[config.mk]
export PLATFORM = sky130hd
export DESIGN_NAME = i2c_temp_sensor_master_unit_flat
export DESIGN_NICKNAME = d
export VERILOG_FILES = /design/src/hw/rtl/i2ctm_pkg.sv /design/src/hw/rtl/i2ctm_if.sv /design/src/hw/rtl/i2ctm_cfg_regs.sv /design/src/hw/rtl/i2ctm_core.sv /design/src/hw/rtl/i2c_temp_sensor_master_unit.sv /design/src/flat_wrapper.sv
export SDC_FILE = /design/constraint.sdc
export NUM_CORES = 1
export LEC_CHECK = 0
export BUFFER_PORTS_ARGS = -buffer_cell sky130_fd_sc_hd__buf_2
export CAP_MARGIN = 5
export CORE_ASPECT_RATIO = 1.1
export CORE_MARGIN = 2
export CORE_UTILIZATION = 60
export CTS_CLUSTER_DIAMETER = 60
export DETAILED_ROUTE_END_ITERATION = 12
export PLACE_DENSITY = 0.86
export SKIP_CTS_REPAIR_TIMING = 1
export SLEW_MARGIN = 20
export SYNTH_ARGS = -nofsm -noshare
export SYNTH_HDL_FRONTEND = slang
export SYNTH_HIERARCHICAL = 1
export SYNTH_SLANG_ARGS = --single-unit
[constraint.sdc]
create_clock -name clk -period 7.8 [get_ports clk]
set_input_delay 0.78 -clock clk [delete_from_list [all_inputs] [get_ports clk]]
set_output_delay 0.78 -clock clk [all_outputs]
set_load 0.005 [all_outputs]
[src/hw/rtl/i2ctm_pkg.sv]
package i2ctm_pkg;

  localparam int QUARTER_W  = 10;
  localparam int CFG_ADDR_W = 3;
  localparam int CFG_DATA_W = 32;

  localparam logic [QUARTER_W-1:0] QUARTER_RESET = 10'd50;

  // register index, taken from paddr[2]
  localparam logic REG_QUARTER_TICKS = 1'b0;

  localparam logic [1:0] CMD_NONE    = 2'd0;
  localparam logic [1:0] CMD_CONVERT = 2'd1;
  localparam logic [1:0] CMD_READ    = 2'd2;

  localparam logic [7:0] ADDR_WRITE_BASE  = 8'h90;
  localparam logic [7:0] ADDR_READ_BASE   = 8'h91;
  localparam logic [7:0] CMD_BYTE_CONVERT = 8'hEE;
  localparam logic [7:0] CMD_BYTE_READ    = 8'hAA;

  typedef struct packed {
    logic [1:0] command;
    logic [2:0] sensor_index;
    logic       sda_in;
  } in_item_t;

  typedef struct packed {
    logic       scl_out;
    logic       sda_pull_low;
    logic       busy_res;
    logic       done_res;
    logic       success;
    logic [7:0] temp_high;
    logic [7:0] temp_low;
  } result_t;

endpackage

[src/hw/rtl/i2ctm_if.sv]
interface i2ctm_in_if;
  logic       valid;
  logic       ready;
  logic [1:0] command;
  logic [2:0] sensor_index;
  logic       sda_in;

  modport source(output valid, command, sensor_index, sda_in, input ready);
  modport sink(input valid, command, sensor_index, sda_in, output ready);
endinterface

interface i2ctm_out_if;
  logic       valid;
  logic       ready;
  logic       scl_out;
  logic       sda_pull_low;
  logic       busy_res;
  logic       done_res;
  logic       success;
  logic [7:0] temp_high;
  logic [7:0] temp_low;

  modport source(output valid, scl_out, sda_pull_low, busy_res, done_res, success,
                 temp_high, temp_low, input ready);
  modport sink(input valid, scl_out, sda_pull_low, busy_res, done_res, success,
               temp_high, temp_low, output ready);
endinterface

[src/hw/rtl/i2ctm_cfg_regs.sv]
module i2ctm_cfg_regs (
  input  logic                                clk,
  input  logic                                rst_n,
  input  logic                                psel,
  input  logic                                penable,
  input  logic                                pwrite,
  input  logic [i2ctm_pkg::CFG_ADDR_W-1:0]    paddr,
  input  logic [i2ctm_pkg::CFG_DATA_W-1:0]    pwdata,
  output logic [i2ctm_pkg::CFG_DATA_W-1:0]    prdata,
  output logic                                pready,
  output logic [i2ctm_pkg::QUARTER_W-1:0]     quarter_ticks
);

  logic [i2ctm_pkg::QUARTER_W-1:0] quarter_r;
  logic                            wr_en;
  logic                            sel_quarter;

  assign pready      = 1'b1;
  assign sel_quarter = (paddr[2] == i2ctm_pkg::REG_QUARTER_TICKS);
  assign wr_en       = psel && penable && pwrite && pready && sel_quarter;

  always_ff @(posedge clk) begin
    if (!rst_n) begin
      quarter_r <= i2ctm_pkg::QUARTER_RESET;
    end else if (wr_en) begin
      quarter_r <= pwdata[i2ctm_pkg::QUARTER_W-1:0];
    end
  end

  always_comb begin
    prdata = '0;
    if (sel_quarter) begin
      prdata[i2ctm_pkg::QUARTER_W-1:0] = quarter_r;
    end
  end

  assign quarter_ticks = quarter_r;

endmodule

[src/hw/rtl/i2ctm_core.sv]
module i2ctm_core (
  input  logic                            clk,
  input  logic                            rst_n,
  input  logic                            step,
  input  i2ctm_pkg::in_item_t             item,
  input  logic [i2ctm_pkg::QUARTER_W-1:0] quarter_ticks,
  output i2ctm_pkg::result_t              res
);

  typedef enum logic [3:0] {
    PH_IDLE, PH_S_HI, PH_S_LO, PH_ADDR, PH_CMD, PH_RS_HI, PH_RS_LO, PH_RADDR,
    PH_RX1, PH_MACK, PH_RX2, PH_STOP_LO, PH_STOP_HI, PH_TAIL
  } phase_t;

  phase_t                          phase_r, phase_nxt;
  logic                            op_read_r, op_read_nxt;
  logic [i2ctm_pkg::QUARTER_W-1:0] tick_r, tick_nxt;
  logic [1:0]                      qstep_r, qstep_nxt;
  logic [3:0]                      bit_cnt_r, bit_cnt_nxt;
  logic [7:0]                      shift_r, shift_nxt;
  logic [2:0]                      addr_r, addr_nxt;
  logic [7:0]                      hi_r, hi_nxt;
  logic [7:0]                      lo_r, lo_nxt;

  logic [i2ctm_pkg::QUARTER_W-1:0] q_eff;
  logic                            quarter_end;
  logic                            cur_send, cur_bit;
  logic                            nxt_send, nxt_bit;
  logic                            done;

  assign q_eff       = (quarter_ticks == '0) ? {{(i2ctm_pkg::QUARTER_W-1){1'b0}}, 1'b1}
                                             : quarter_ticks;
  assign quarter_end = !(({1'b0, tick_r} + {{i2ctm_pkg::QUARTER_W{1'b0}}, 1'b1})
                         < {1'b0, q_eff});

  assign cur_send = (phase_r == PH_ADDR) || (phase_r == PH_CMD) || (phase_r == PH_RADDR);
  assign cur_bit  = cur_send || (phase_r == PH_RX1) || (phase_r == PH_MACK) ||
                    (phase_r == PH_RX2);
  assign nxt_send = (phase_nxt == PH_ADDR) || (phase_nxt == PH_CMD) ||
                    (phase_nxt == PH_RADDR);
  assign nxt_bit  = nxt_send || (phase_nxt == PH_RX1) || (phase_nxt == PH_MACK) ||
                    (phase_nxt == PH_RX2);

  always_comb begin
    phase_nxt   = phase_r;
    op_read_nxt = op_read_r;
    tick_nxt    = tick_r;
    qstep_nxt   = qstep_r;
    bit_cnt_nxt = bit_cnt_r;
    shift_nxt   = shift_r;
    addr_nxt    = addr_r;
    hi_nxt      = hi_r;
    lo_nxt      = lo_r;
    done        = 1'b0;

    if (step) begin
      if (phase_r == PH_IDLE) begin
        if (item.command == i2ctm_pkg::CMD_CONVERT || item.command == i2ctm_pkg::CMD_READ) begin
          op_read_nxt = (item.command == i2ctm_pkg::CMD_READ);
          addr_nxt    = item.sensor_index;
          phase_nxt   = PH_S_HI;
          tick_nxt    = '0;
          qstep_nxt   = 2'd0;
          bit_cnt_nxt = 4'd0;
          shift_nxt   = 8'h00;
          hi_nxt      = 8'h00;
          lo_nxt      = 8'h00;
        end
      end else if (!quarter_end) begin
        tick_nxt = tick_r + {{(i2ctm_pkg::QUARTER_W-1){1'b0}}, 1'b1};
      end else begin
        tick_nxt = '0;
        if (cur_bit) begin
          // sample SDA at the end of the first SCL-high quarter
          if (qstep_r == 2'd1) begin
            if (cur_send) begin
              if (bit_cnt_r >= 4'd8) begin
                shift_nxt = {7'b0, item.sda_in};
              end
            end else if (phase_r != PH_MACK) begin
              shift_nxt = {shift_r[6:0], item.sda_in};
            end
          end
          if (qstep_r != 2'd3) begin
            qstep_nxt = qstep_r + 2'd1;
          end else begin
            qstep_nxt = 2'd0;
            if (cur_send) begin
              if (bit_cnt_r < 4'd8) begin
                shift_nxt   = {shift_nxt[6:0], 1'b0};
                bit_cnt_nxt = bit_cnt_r + 4'd1;
              end else if (shift_nxt[0]) begin
                // no ACK from the slave: abort with failure
                phase_nxt   = PH_STOP_LO;
                bit_cnt_nxt = 4'd0;
              end else begin
                bit_cnt_nxt = 4'd0;
                case (phase_r)
                  PH_ADDR: begin
                    phase_nxt = PH_CMD;
                    shift_nxt = op_read_r ? i2ctm_pkg::CMD_BYTE_READ
                                          : i2ctm_pkg::CMD_BYTE_CONVERT;
                  end
                  PH_CMD: begin
                    if (op_read_r) begin
                      phase_nxt = PH_RS_HI;
                    end else begin
                      phase_nxt   = PH_STOP_LO;
                      bit_cnt_nxt = 4'd1;
                    end
                  end
                  default: begin
                    phase_nxt = PH_RX1;
                    shift_nxt = 8'h00;
                  end
                endcase
              end
            end else if (phase_r == PH_MACK) begin
              phase_nxt   = PH_RX2;
              shift_nxt   = 8'h00;
              bit_cnt_nxt = 4'd0;
            end else begin
              bit_cnt_nxt = bit_cnt_r + 4'd1;
              if (bit_cnt_nxt >= 4'd8) begin
                if (phase_r == PH_RX1) begin
                  hi_nxt      = shift_nxt;
                  bit_cnt_nxt = 4'd0;
                  phase_nxt   = PH_MACK;
                end else begin
                  lo_nxt      = shift_nxt;
                  phase_nxt   = PH_STOP_LO;
                  bit_cnt_nxt = 4'd1;
                end
              end
            end
          end
        end else if (phase_r == PH_TAIL) begin
          phase_nxt = PH_IDLE;
          done      = 1'b1;
        end else if (qstep_r == 2'd0) begin
          qstep_nxt = 2'd1;
        end else begin
          qstep_nxt = 2'd0;
          case (phase_r)
            PH_S_HI:  phase_nxt = PH_S_LO;
            PH_S_LO: begin
              phase_nxt   = PH_ADDR;
              bit_cnt_nxt = 4'd0;
              shift_nxt   = i2ctm_pkg::ADDR_WRITE_BASE + {4'b0, addr_r, 1'b0};
            end
            PH_RS_HI: phase_nxt = PH_RS_LO;
            PH_RS_LO: begin
              phase_nxt   = PH_RADDR;
              bit_cnt_nxt = 4'd0;
              shift_nxt   = i2ctm_pkg::ADDR_READ_BASE + {4'b0, addr_r, 1'b0};
            end
            PH_STOP_LO: phase_nxt = PH_STOP_HI;
            PH_STOP_HI: phase_nxt = PH_TAIL;
            default:    phase_nxt = PH_IDLE;
          endcase
        end
        if (done) begin
          qstep_nxt = 2'd0;
        end
      end
    end
  end

  always_comb begin
    res              = '0;
    res.scl_out      = 1'b1;
    res.busy_res     = (phase_nxt != PH_IDLE);
    res.done_res     = done;
    if (done) begin
      res.success = bit_cnt_nxt[0];
      if (bit_cnt_nxt[0] && op_read_nxt) begin
        res.temp_high = hi_nxt;
        res.temp_low  = lo_nxt;
      end
    end
    case (phase_nxt)
      PH_S_LO, PH_RS_LO: res.sda_pull_low = 1'b1;
      PH_STOP_LO: begin
        res.scl_out      = 1'b0;
        res.sda_pull_low = 1'b1;
      end
      default: begin
        if (nxt_bit) begin
          res.scl_out = (qstep_nxt == 2'd1) || (qstep_nxt == 2'd2);
          if (phase_nxt == PH_MACK) begin
            res.sda_pull_low = 1'b1;
          end else if (nxt_send && bit_cnt_nxt < 4'd8) begin
            res.sda_pull_low = !shift_nxt[7];
          end
        end
      end
    endcase
  end

  always_ff @(posedge clk) begin
    if (!rst_n) begin
      phase_r   <= PH_IDLE;
      op_read_r <= 1'b0;
      tick_r    <= '0;
      qstep_r   <= 2'd0;
      bit_cnt_r <= 4'd0;
      shift_r   <= 8'h00;
      addr_r    <= 3'd0;
      hi_r      <= 8'h00;
      lo_r      <= 8'h00;
    end else begin
      phase_r   <= phase_nxt;
      op_read_r <= op_read_nxt;
      tick_r    <= tick_nxt;
      qstep_r   <= qstep_nxt;
      bit_cnt_r <= bit_cnt_nxt;
      shift_r   <= shift_nxt;
      addr_r    <= addr_nxt;
      hi_r      <= hi_nxt;
      lo_r      <= lo_nxt;
    end
  end

  a_bit_cnt_range: assert property (@(posedge clk) disable iff (!rst_n)
    bit_cnt_r <= 4'd8)
    else $error("bit counter past ninth bit");

  a_done_lines_idle: assert property (@(posedge clk) disable iff (!rst_n)
    done |-> !res.busy_res && res.scl_out && !res.sda_pull_low)
    else $error("done without idle lines");

  a_idle_holds: assert property (@(posedge clk) disable iff (!rst_n)
    !step |=> $stable(phase_r) && $stable(tick_r) && $stable(shift_r))
    else $error("state moved without an item");

  a_done_from_tail: assert property (@(posedge clk) disable iff (!rst_n)
    done |-> phase_r == PH_TAIL && qstep_nxt == 2'd0)
    else $error("done outside tail wait");

endmodule

[src/hw/rtl/i2c_temp_sensor_master_unit.sv]
// Channel  Dir  Handshake      Payload
// in_chan  in   valid/ready    command, sensor_index, sda_in (one timer tick)
// out_chan out  valid/ready    scl_out, sda_pull_low, busy_res, done_res, success,
//                              temp_high, temp_low (one result per tick)
// cfg_*    in   APB, pready=1  quarter_ticks at byte address 0
//
// One item per clock sustained while the output is not stalled; each item passes from
// acceptance to result through the input register, then the controller step into the output register.
// Reset (rst_n low, synchronous) empties both registers, idles the controller
// and sets quarter_ticks to 50.
// A stalled output holds its result; the input register still takes one item
// and then holds it until the output frees.
module i2c_temp_sensor_master_unit (
  input  logic                             clk,
  input  logic                             rst_n,
  i2ctm_in_if.sink                         in_chan,
  i2ctm_out_if.source                      out_chan,
  input  logic                             cfg_psel,
  input  logic                             cfg_penable,
  input  logic                             cfg_pwrite,
  input  logic [i2ctm_pkg::CFG_ADDR_W-1:0] cfg_paddr,
  input  logic [i2ctm_pkg::CFG_DATA_W-1:0] cfg_pwdata,
  output logic [i2ctm_pkg::CFG_DATA_W-1:0] cfg_prdata,
  output logic                             cfg_pready
);

  logic                            in_valid_r;
  i2ctm_pkg::in_item_t             in_item_r;
  logic                            out_valid_r;
  i2ctm_pkg::result_t              out_res_r;
  i2ctm_pkg::result_t              core_res;
  logic                            advance;
  logic [i2ctm_pkg::QUARTER_W-1:0] quarter_ticks;

  i2ctm_cfg_regs u_cfg (
    .clk           (clk),
    .rst_n         (rst_n),
    .psel          (cfg_psel),
    .penable       (cfg_penable),
    .pwrite        (cfg_pwrite),
    .paddr         (cfg_paddr),
    .pwdata        (cfg_pwdata),
    .prdata        (cfg_prdata),
    .pready        (cfg_pready),
    .quarter_ticks (quarter_ticks)
  );

  // advance the held item when the output register is free or draining
  assign advance       = in_valid_r && (!out_valid_r || out_chan.ready);
  assign in_chan.ready = !in_valid_r || advance;

  i2ctm_core u_core (
    .clk           (clk),
    .rst_n         (rst_n),
    .step          (advance),
    .item          (in_item_r),
    .quarter_ticks (quarter_ticks),
    .res           (core_res)
  );

  always_ff @(posedge clk) begin
    if (!rst_n) begin
      in_valid_r  <= 1'b0;
      out_valid_r <= 1'b0;
    end else begin
      if (in_chan.ready) begin
        in_valid_r <= in_chan.valid;
      end
      if (advance) begin
        out_valid_r <= 1'b1;
      end else if (out_chan.ready) begin
        out_valid_r <= 1'b0;
      end
    end
  end

  always_ff @(posedge clk) begin
    if (in_chan.valid && in_chan.ready) begin
      in_item_r.command      <= in_chan.command;
      in_item_r.sensor_index <= in_chan.sensor_index;
      in_item_r.sda_in       <= in_chan.sda_in;
    end
    if (advance) begin
      out_res_r <= core_res;
    end
  end

  assign out_chan.valid        = out_valid_r;
  assign out_chan.scl_out      = out_res_r.scl_out;
  assign out_chan.sda_pull_low = out_res_r.sda_pull_low;
  assign out_chan.busy_res     = out_res_r.busy_res;
  assign out_chan.done_res     = out_res_r.done_res;
  assign out_chan.success      = out_res_r.success;
  assign out_chan.temp_high    = out_res_r.temp_high;
  assign out_chan.temp_low     = out_res_r.temp_low;

  a_advance_fills_out: assert property (@(posedge clk) disable iff (!rst_n)
    advance |=> out_valid_r)
    else $error("stepped item lost before output");

  a_held_item_waits: assert property (@(posedge clk) disable iff (!rst_n)
    in_valid_r && !advance |=> in_valid_r && $stable(in_item_r))
    else $error("held item dropped while output stalled");

endmodule
[src/flat_wrapper.sv]
// flat-port wrapper written by rule: the top's interface ports become plain ports
module i2c_temp_sensor_master_unit_flat 
  (clk, rst_n, cfg_psel, cfg_penable, cfg_pwrite, cfg_paddr, cfg_pwdata, cfg_prdata, cfg_pready, in_chan_valid, in_chan_command, in_chan_sensor_index, in_chan_sda_in, in_chan_ready, out_chan_valid, out_chan_scl_out, out_chan_sda_pull_low, out_chan_busy_res, out_chan_done_res, out_chan_success, out_chan_temp_high, out_chan_temp_low, out_chan_ready);
  i2ctm_in_if in_chan_i ();
  i2ctm_out_if out_chan_i ();
  input  logic clk;
  input  logic rst_n;
  input  logic cfg_psel;
  input  logic cfg_penable;
  input  logic cfg_pwrite;
  input  logic [i2ctm_pkg::CFG_ADDR_W-1:0] cfg_paddr;
  input  logic [i2ctm_pkg::CFG_DATA_W-1:0] cfg_pwdata;
  output logic [i2ctm_pkg::CFG_DATA_W-1:0] cfg_prdata;
  output logic cfg_pready;
  input wire logic [$bits(in_chan_i.valid)-1:0] in_chan_valid;
  input wire logic [$bits(in_chan_i.command)-1:0] in_chan_command;
  input wire logic [$bits(in_chan_i.sensor_index)-1:0] in_chan_sensor_index;
  input wire logic [$bits(in_chan_i.sda_in)-1:0] in_chan_sda_in;
  output wire logic [$bits(in_chan_i.ready)-1:0] in_chan_ready;
  output wire logic [$bits(out_chan_i.valid)-1:0] out_chan_valid;
  output wire logic [$bits(out_chan_i.scl_out)-1:0] out_chan_scl_out;
  output wire logic [$bits(out_chan_i.sda_pull_low)-1:0] out_chan_sda_pull_low;
  output wire logic [$bits(out_chan_i.busy_res)-1:0] out_chan_busy_res;
  output wire logic [$bits(out_chan_i.done_res)-1:0] out_chan_done_res;
  output wire logic [$bits(out_chan_i.success)-1:0] out_chan_success;
  output wire logic [$bits(out_chan_i.temp_high)-1:0] out_chan_temp_high;
  output wire logic [$bits(out_chan_i.temp_low)-1:0] out_chan_temp_low;
  input wire logic [$bits(out_chan_i.ready)-1:0] out_chan_ready;
  assign in_chan_i.valid = in_chan_valid;
  assign in_chan_i.command = in_chan_command;
  assign in_chan_i.sensor_index = in_chan_sensor_index;
  assign in_chan_i.sda_in = in_chan_sda_in;
  assign in_chan_ready = in_chan_i.ready;
  assign out_chan_valid = out_chan_i.valid;
  assign out_chan_scl_out = out_chan_i.scl_out;
  assign out_chan_sda_pull_low = out_chan_i.sda_pull_low;
  assign out_chan_busy_res = out_chan_i.busy_res;
  assign out_chan_done_res = out_chan_i.done_res;
  assign out_chan_success = out_chan_i.success;
  assign out_chan_temp_high = out_chan_i.temp_high;
  assign out_chan_temp_low = out_chan_i.temp_low;
  assign out_chan_i.ready = out_chan_ready;
  i2c_temp_sensor_master_unit u_core (.clk(clk), .rst_n(rst_n), .in_chan(in_chan_i), .out_chan(out_chan_i), .cfg_psel(cfg_psel), .cfg_penable(cfg_penable), .cfg_pwrite(cfg_pwrite), .cfg_paddr(cfg_paddr), .cfg_pwdata(cfg_pwdata), .cfg_prdata(cfg_prdata), .cfg_pready(cfg_pready));
endmodule
-- Yosys cells after proc, flatten, opt, wreduce, memory -nomap -nowiden
Cells that the tools add are included.
- register bits: 87
- output and inout bits: 56
- muxes and demuxes: 108
- equality and inequality tests: 33
- $add $sub $neg: 6
- bitwise gates (word level): 1
- reductions and logical operators: 37
- magnitude comparators: 5
- operator list (kind ; count):
    2-to-1 mux 8 bit ; 40
    2-to-1 mux 4 bit ; 27
    2-to-1 mux 10 bit ; 5
    equality test 4 bit, second input constant ; 10
    case mux 8 bit (2 select lines) ; 2
    equality test 4 x 3 -> 1 bit, second input constant ; 7
    case mux 4 bit (6 select lines) ; 1
    2-to-1 mux 1 bit ; 20
    2-to-1 mux 2 bit ; 10
    adder 8 x 4 -> 8 bit, first input constant ; 2
    equality test 4 x 2 -> 1 bit, second input constant ; 4
    logical OR 1 bit ; 14
    adder 10 x 1 -> 11 bit, second input constant ; 1
    < comparator 11 x 10 -> 1 bit ; 1
    adder 10 x 1 -> 10 bit, second input constant ; 1
    zero test 10 bit ; 1
    greater-or-equal comparator 4 bit, second input constant ; 2
    < comparator 4 bit, second input constant ; 2
    case mux 4 bit (2 select lines) ; 1
    nonzero test 4 bit ; 2
    logical AND 1 bit ; 7
    2-to-1 mux 7 bit ; 1
    equality test 2 x 1 -> 1 bit, second input constant ; 3
    inequality test 3 bit, second input constant ; 2
    18 further kinds ; 24

-- Longest topological paths before layout
- depth after elaboration: 26
- gate-level depth with buffers: 13

-- Cells and area by module
Netlist, hierarchy kept.
- modules (own cells, without submodules) (module ; times used ; area each (um^2) ; cells an instance):
    i2ctm_core ; 1 ; 3774.9 ; 504
    i2c_temp_sensor_master_unit ; 1 ; 914.6 ; 36
    i2ctm_cfg_regs ; 1 ; 665.6 ; 80

-- Worst setup path before layout
Ideal clock, no wire load.
- path type: input to register
- from: input out_chan_ready
- to: register u_core.out_res_r, in the netlist u_core/out_chan.scl_out (data pin)
- setup slack: 4.364 ns
- stages: 10
- data arrival time: 3.157 ns
- library setup time: 0.279 ns
- data required time: 7.521 ns
- path through: nor2b_4 > nor2b_1 > clkbuf_1 > nor2_1 > a31oi_1 > o41ai_1 > a31oi_1 > nand2_1 > o21ai_0 > o221ai_1
- RTL lines (element ; line ; text):
    from (decl) ; flat_wrapper.sv:28 ; input wire logic [$bits(out_chan_i.ready)-1:0] out_chan_ready;
    to (signal assigned) ; i2c_temp_sensor_master_unit.sv:84 ; out_res_r <= core_res;
    to (decl) ; i2c_temp_sensor_master_unit.sv:30 ; i2ctm_pkg::result_t out_res_r;

-- Worst setup path after layout
- from: register u_core/u_core/tick_r[0] (netlist bit)
- to: register u_core.out_res_r, in the netlist u_core/out_chan.temp_low[1] (data pin)
- word-level cells in the longest chain between the ends: 7
- RTL lines (element ; line ; text):
    from (decl) ; i2ctm_core.sv:17 ; logic [i2ctm_pkg::QUARTER_W-1:0] tick_r, tick_nxt;
    from (signal assigned) ; i2ctm_core.sv:214 ; tick_r <= tick_nxt;
    adder 10 x 1 -> 11 bit * ; i2ctm_core.sv:33 ; assign quarter_end = !(({1'b0, tick_r} + {{i2ctm_pkg::QUARTER_W{1'b0}}, 1'b1})
    < comparator 11 x 10 -> 1 bit * ; i2ctm_core.sv:34 ; < {1'b0, q_eff});
    2-to-1 mux 4 bit ; i2ctm_core.sv:69 ; end else if (!quarter_end) begin
    2-to-1 mux 4 bit ; i2ctm_core.sv:57 ; if (phase_r == PH_IDLE) begin
    2-to-1 mux 4 bit ; i2ctm_core.sv:56 ; if (step) begin
    logical AND 1 bit ; i2ctm_core.sv:176 ; if (bit_cnt_nxt[0] && op_read_nxt) begin
    AND reduction 2 bit (no line) ; - ;
Every way passes the cells marked *; elsewhere a longest branch is shown, timed or not.
A chain may end at the register's enable or synchronous reset.

==> metrics.md <==
| Metric | Value |
|---|---|
| Status | completed |
| Routability congestion estimate | 0.957 |
| CTS tree | yes |
| Gr usage total | 27.6% |
| DP Wirelength | 9340 um |
| Die X | 94.1 um |
| CTS Sinks | 87 |
| Diode count | 0 |
| Avg Inst Size Synth | 8.64 um2 |
| CTS root buffer | clkbuf_8 |
| Vias per inst | 6.31 |
| Critical path peak fanout | 8 |
| Share of post-route cells with drive strength above 1 | 15.2% |
| Place WS | 3.47 ns |
| Commonest non-fill, non-tap cell in the layout | nor2_1 |
| Fmax | 220 MHz |
| Most frequent cells in the layout | nor2_1 (75), dfxtp_1 (59), nand2_1 (59) |
| Final setup fails | 0 |
| Clock Skew | 0.0107 ns |
| DRT iter0 DRCs | 478 |
| Final Non-Filler Cells | 774 |
| Vias in the first global route | 4,384 |
| CP Launch Type | register |
| Util after Layout | 65.5% |
| Pwr Density | 153 nW/um2 |
| NumNets Final | 719 |
| Inserted Clock Buffers | 9 |
| Worst r2r path cells | 12 |
| CP Capture Type | register |
| Least-Margin Pin Slew | 0.974 ns |
| Leakage | 2.21 nW |
| Drt first pass iters | 6 |
| R2r setup slk | 3.26 ns |
| Area growth syn-to-layout | 7.45% |
| Hold Fails Final Rpt | 0 |
| Multiplexer share of the synthesized area | 4.56% |
| Routed vias | 4,883 |
| Xor and xnor area share after synthesis | 1.64% |
| Final WL | 13,400 um |
| Min Tclk post-route | 4.54 ns |
| RR Endpoint | u_core/out_chan.temp_low[1] |
| FILL cells | 734 |
| Placed Cells | 758 |
| Placed inst area | 5540 um2 |
| Final WS setup | 3.26 ns |
| Initial antenna violation count | 0 |
| Chip Height | 103 um |
| First-pass GRT wire length | 21,100 um |
| Final period utilization | 58.2% |
| Footprint of the multi-input gates | 3000 um2 |
| Primary FF master, synth | dfxtp_1 |
| Worst Path Arrival | 4.76 ns |
| Wire per inst | 17.3 um |
| HP Class | reg2reg |
| FFs w/ async S/R, synth | 0% |
| WS Path Type | reg2reg |
| M1 GR Usage | 35.5% |
| Site Rows | 36 |
| Worst-skew pair later-pin latency | 0.37 ns |
| Register area | 2010 um2 |
| Yosys warning count | 6 |
| Setup crit end | u_core/out_chan.temp_low[1] |
| Fin area | 5750 um2 |
| Overflow after GRT | 0 |
| FF-to-FF Start | u_core/u_core/tick_r[0] |
| Critical path origin | u_core/u_core/tick_r[0] |
| Register area share after synthesis | 37.6% |
| Total Power | 880 uW |
| Synth cell types | 80 |
| Met2 usage | 45.6% |
| PortBufs | 56 |
| Synth Area in Compound Gates | 19.6% |
| Max cap viols | 0 |
| Post-route setup TNS | 0 ns |
| DRC errors left | 0 |
| CP Data Required Time | 8.02 ns |
| Post-Syn Area | 5360 um2 |
| Post-synthesis simple-gate area fraction | 24.8% |
| Most crowded layer after global routing | met2 |
| Ports | 104 |
| Clock Path Buffers | 2 |
| Synth Instances | 620 |
| Largest family of logic cells by synthesized area | simple AND/OR/NAND/NOR gates |
| Antenna viol nets, final | 0 |
| Post-synth EDFFs | 27 |
| Largest net degree at the start of global routing | 45 |
| Clk slew on worst S/H paths | 0.10 ns |
| Die area | 9700 um2 |
| Area share of fa/ha/maj cells after synthesis | 3.74% |
| Fin. max-slew vios | 0 |
| Final hold slack | 0.488 ns |
| Core ar. | 8780 um2 |
| Post-synthesis register bit count | 87 |
| H-tree levels | 3 |
| Peak supply drop | 0.129 mV |
| Unrepaired setup endpoints after global routing | false |
| Met3 usage | 5.77% |
| Worst slew margin | 35.0% |
| Starting density of the core | 61.0% |
Yosys cell counts, types with 3 or more instances:
cell       number  area share (%)
nor2_1         75             5.3
dfxtp_1        60              22
nand2_1        59             4.1
a22oi_1        32             4.5
edfxtp_1       27              15
a21oi_1        25             2.3
o21ai_0        25             2.3
buf_4          24             3.4
inv_1          21             1.5
mux2i_1        21             3.9
nor2b_1        20             2.3
clkbuf_1       16             1.1
ha_1           16             3.7
nor3_1         16             1.5
buf_2          10            0.93
nor2_2         10             1.2
nand3_1         9            0.84
and2_1          8            0.93
o211ai_1        7            0.98
o31ai_1         7            0.98
a31oi_1         6            0.70
nand2b_1        6            0.70
xnor2_1         6            0.98
and3_1          5            0.58
o22ai_1         5            0.58
a21o_1          4            0.56
and4_1          4            0.65
buf_6           4            0.84
nand4_1         4            0.47
nor4_1          4            0.47
xor2_1          4            0.65
a32oi_1         3            0.49
a41oi_1         3            0.49
nand3b_1        3            0.42
nand4bb_1       3            0.63
o21ai_1         3            0.28
or3b_1          3            0.49
state kept, by name (all words and copies together) (netlist names), 2 cells and up:
register                    flops
u_core/u_core/hi_r              8
u_core/out_chan.temp_low        8
u_core/u_cfg/quarter_ticks     10
u_core/u_core/bit_cnt_r         4
u_core/u_core/addr_r            3
u_core/out_chan.temp_high       8
u_core/u_core/shift_r           8
u_core/u_core/phase_r           4
u_core/u_core/lo_r              8
u_core/u_core/tick_r           10
u_core/u_core/qstep_r           2
u_core/in_item_r                6
worst min path at each step:
stage                                    start                    endpoint  slack, ns  depth (start not counted)
floorplan              u_core/u_core/addr_r[0]     u_core/u_core/addr_r[0]       0.44                          2
global route           u_core/u_core/addr_r[2]     u_core/u_core/addr_r[2]       0.50                          2
finish                 u_core/u_core/addr_r[2]     u_core/u_core/addr_r[2]       0.49                          2
global placement    u_core/u_core/bit_cnt_r[1]  u_core/u_core/bit_cnt_r[1]       0.46                          2
detailed placement     u_core/u_core/addr_r[2]     u_core/u_core/addr_r[2]       0.47                          2
CTS                    u_core/u_core/addr_r[2]     u_core/u_core/addr_r[2]       0.49                          2
kinds of logic after synthesis:
family | count (synthesis)
muxes | 23
buffers and inverters | 78
and+or+nand+nor | 251
xor gates and xnor gates | 10
other | 2
adders and majority gates | 16
AOI/OAI and AO/OA | 153
DFF | 87
layout make-up:
cell class,instances,area share [%]
timing repair buffer,59,5.26
clock buffer,9,2.15
clock inverter,7,1.54
sequential,87,35.0
inverter,22,1.46
tap,114,2.48
multi-input combinational,476,52.1
where the power goes:
group	switching [mW]	internal, mW
Clock	0.181	0.156
Sequential	0.00487	0.476
Combinational	0.0406	0.0221
Total	0.226	0.654
worst max-delay path: stages (launching register included):
cell     delay [ns]
dfxtp_1        0.42
ha_1           0.28
and4_1         0.28
nand4_1        0.20
xnor2_1        0.19
ha_1           0.30
and4_1         0.18
nand4_1        0.12
o31ai_1        0.76
o21ai_1        0.38
nor4_2         0.86
a22oi_1        0.25
nor2_1         0.17
routing by layer:
metal  vias up  routed length, um  share of wire [%]
met2       300               6320                 47
met3        53               1190                8.9
li1       2276                  -                  -
met5         -                  0                  0
met1      2254               5520                 41
met4         0                354                2.6
Power figures use the tool's default switching activity.
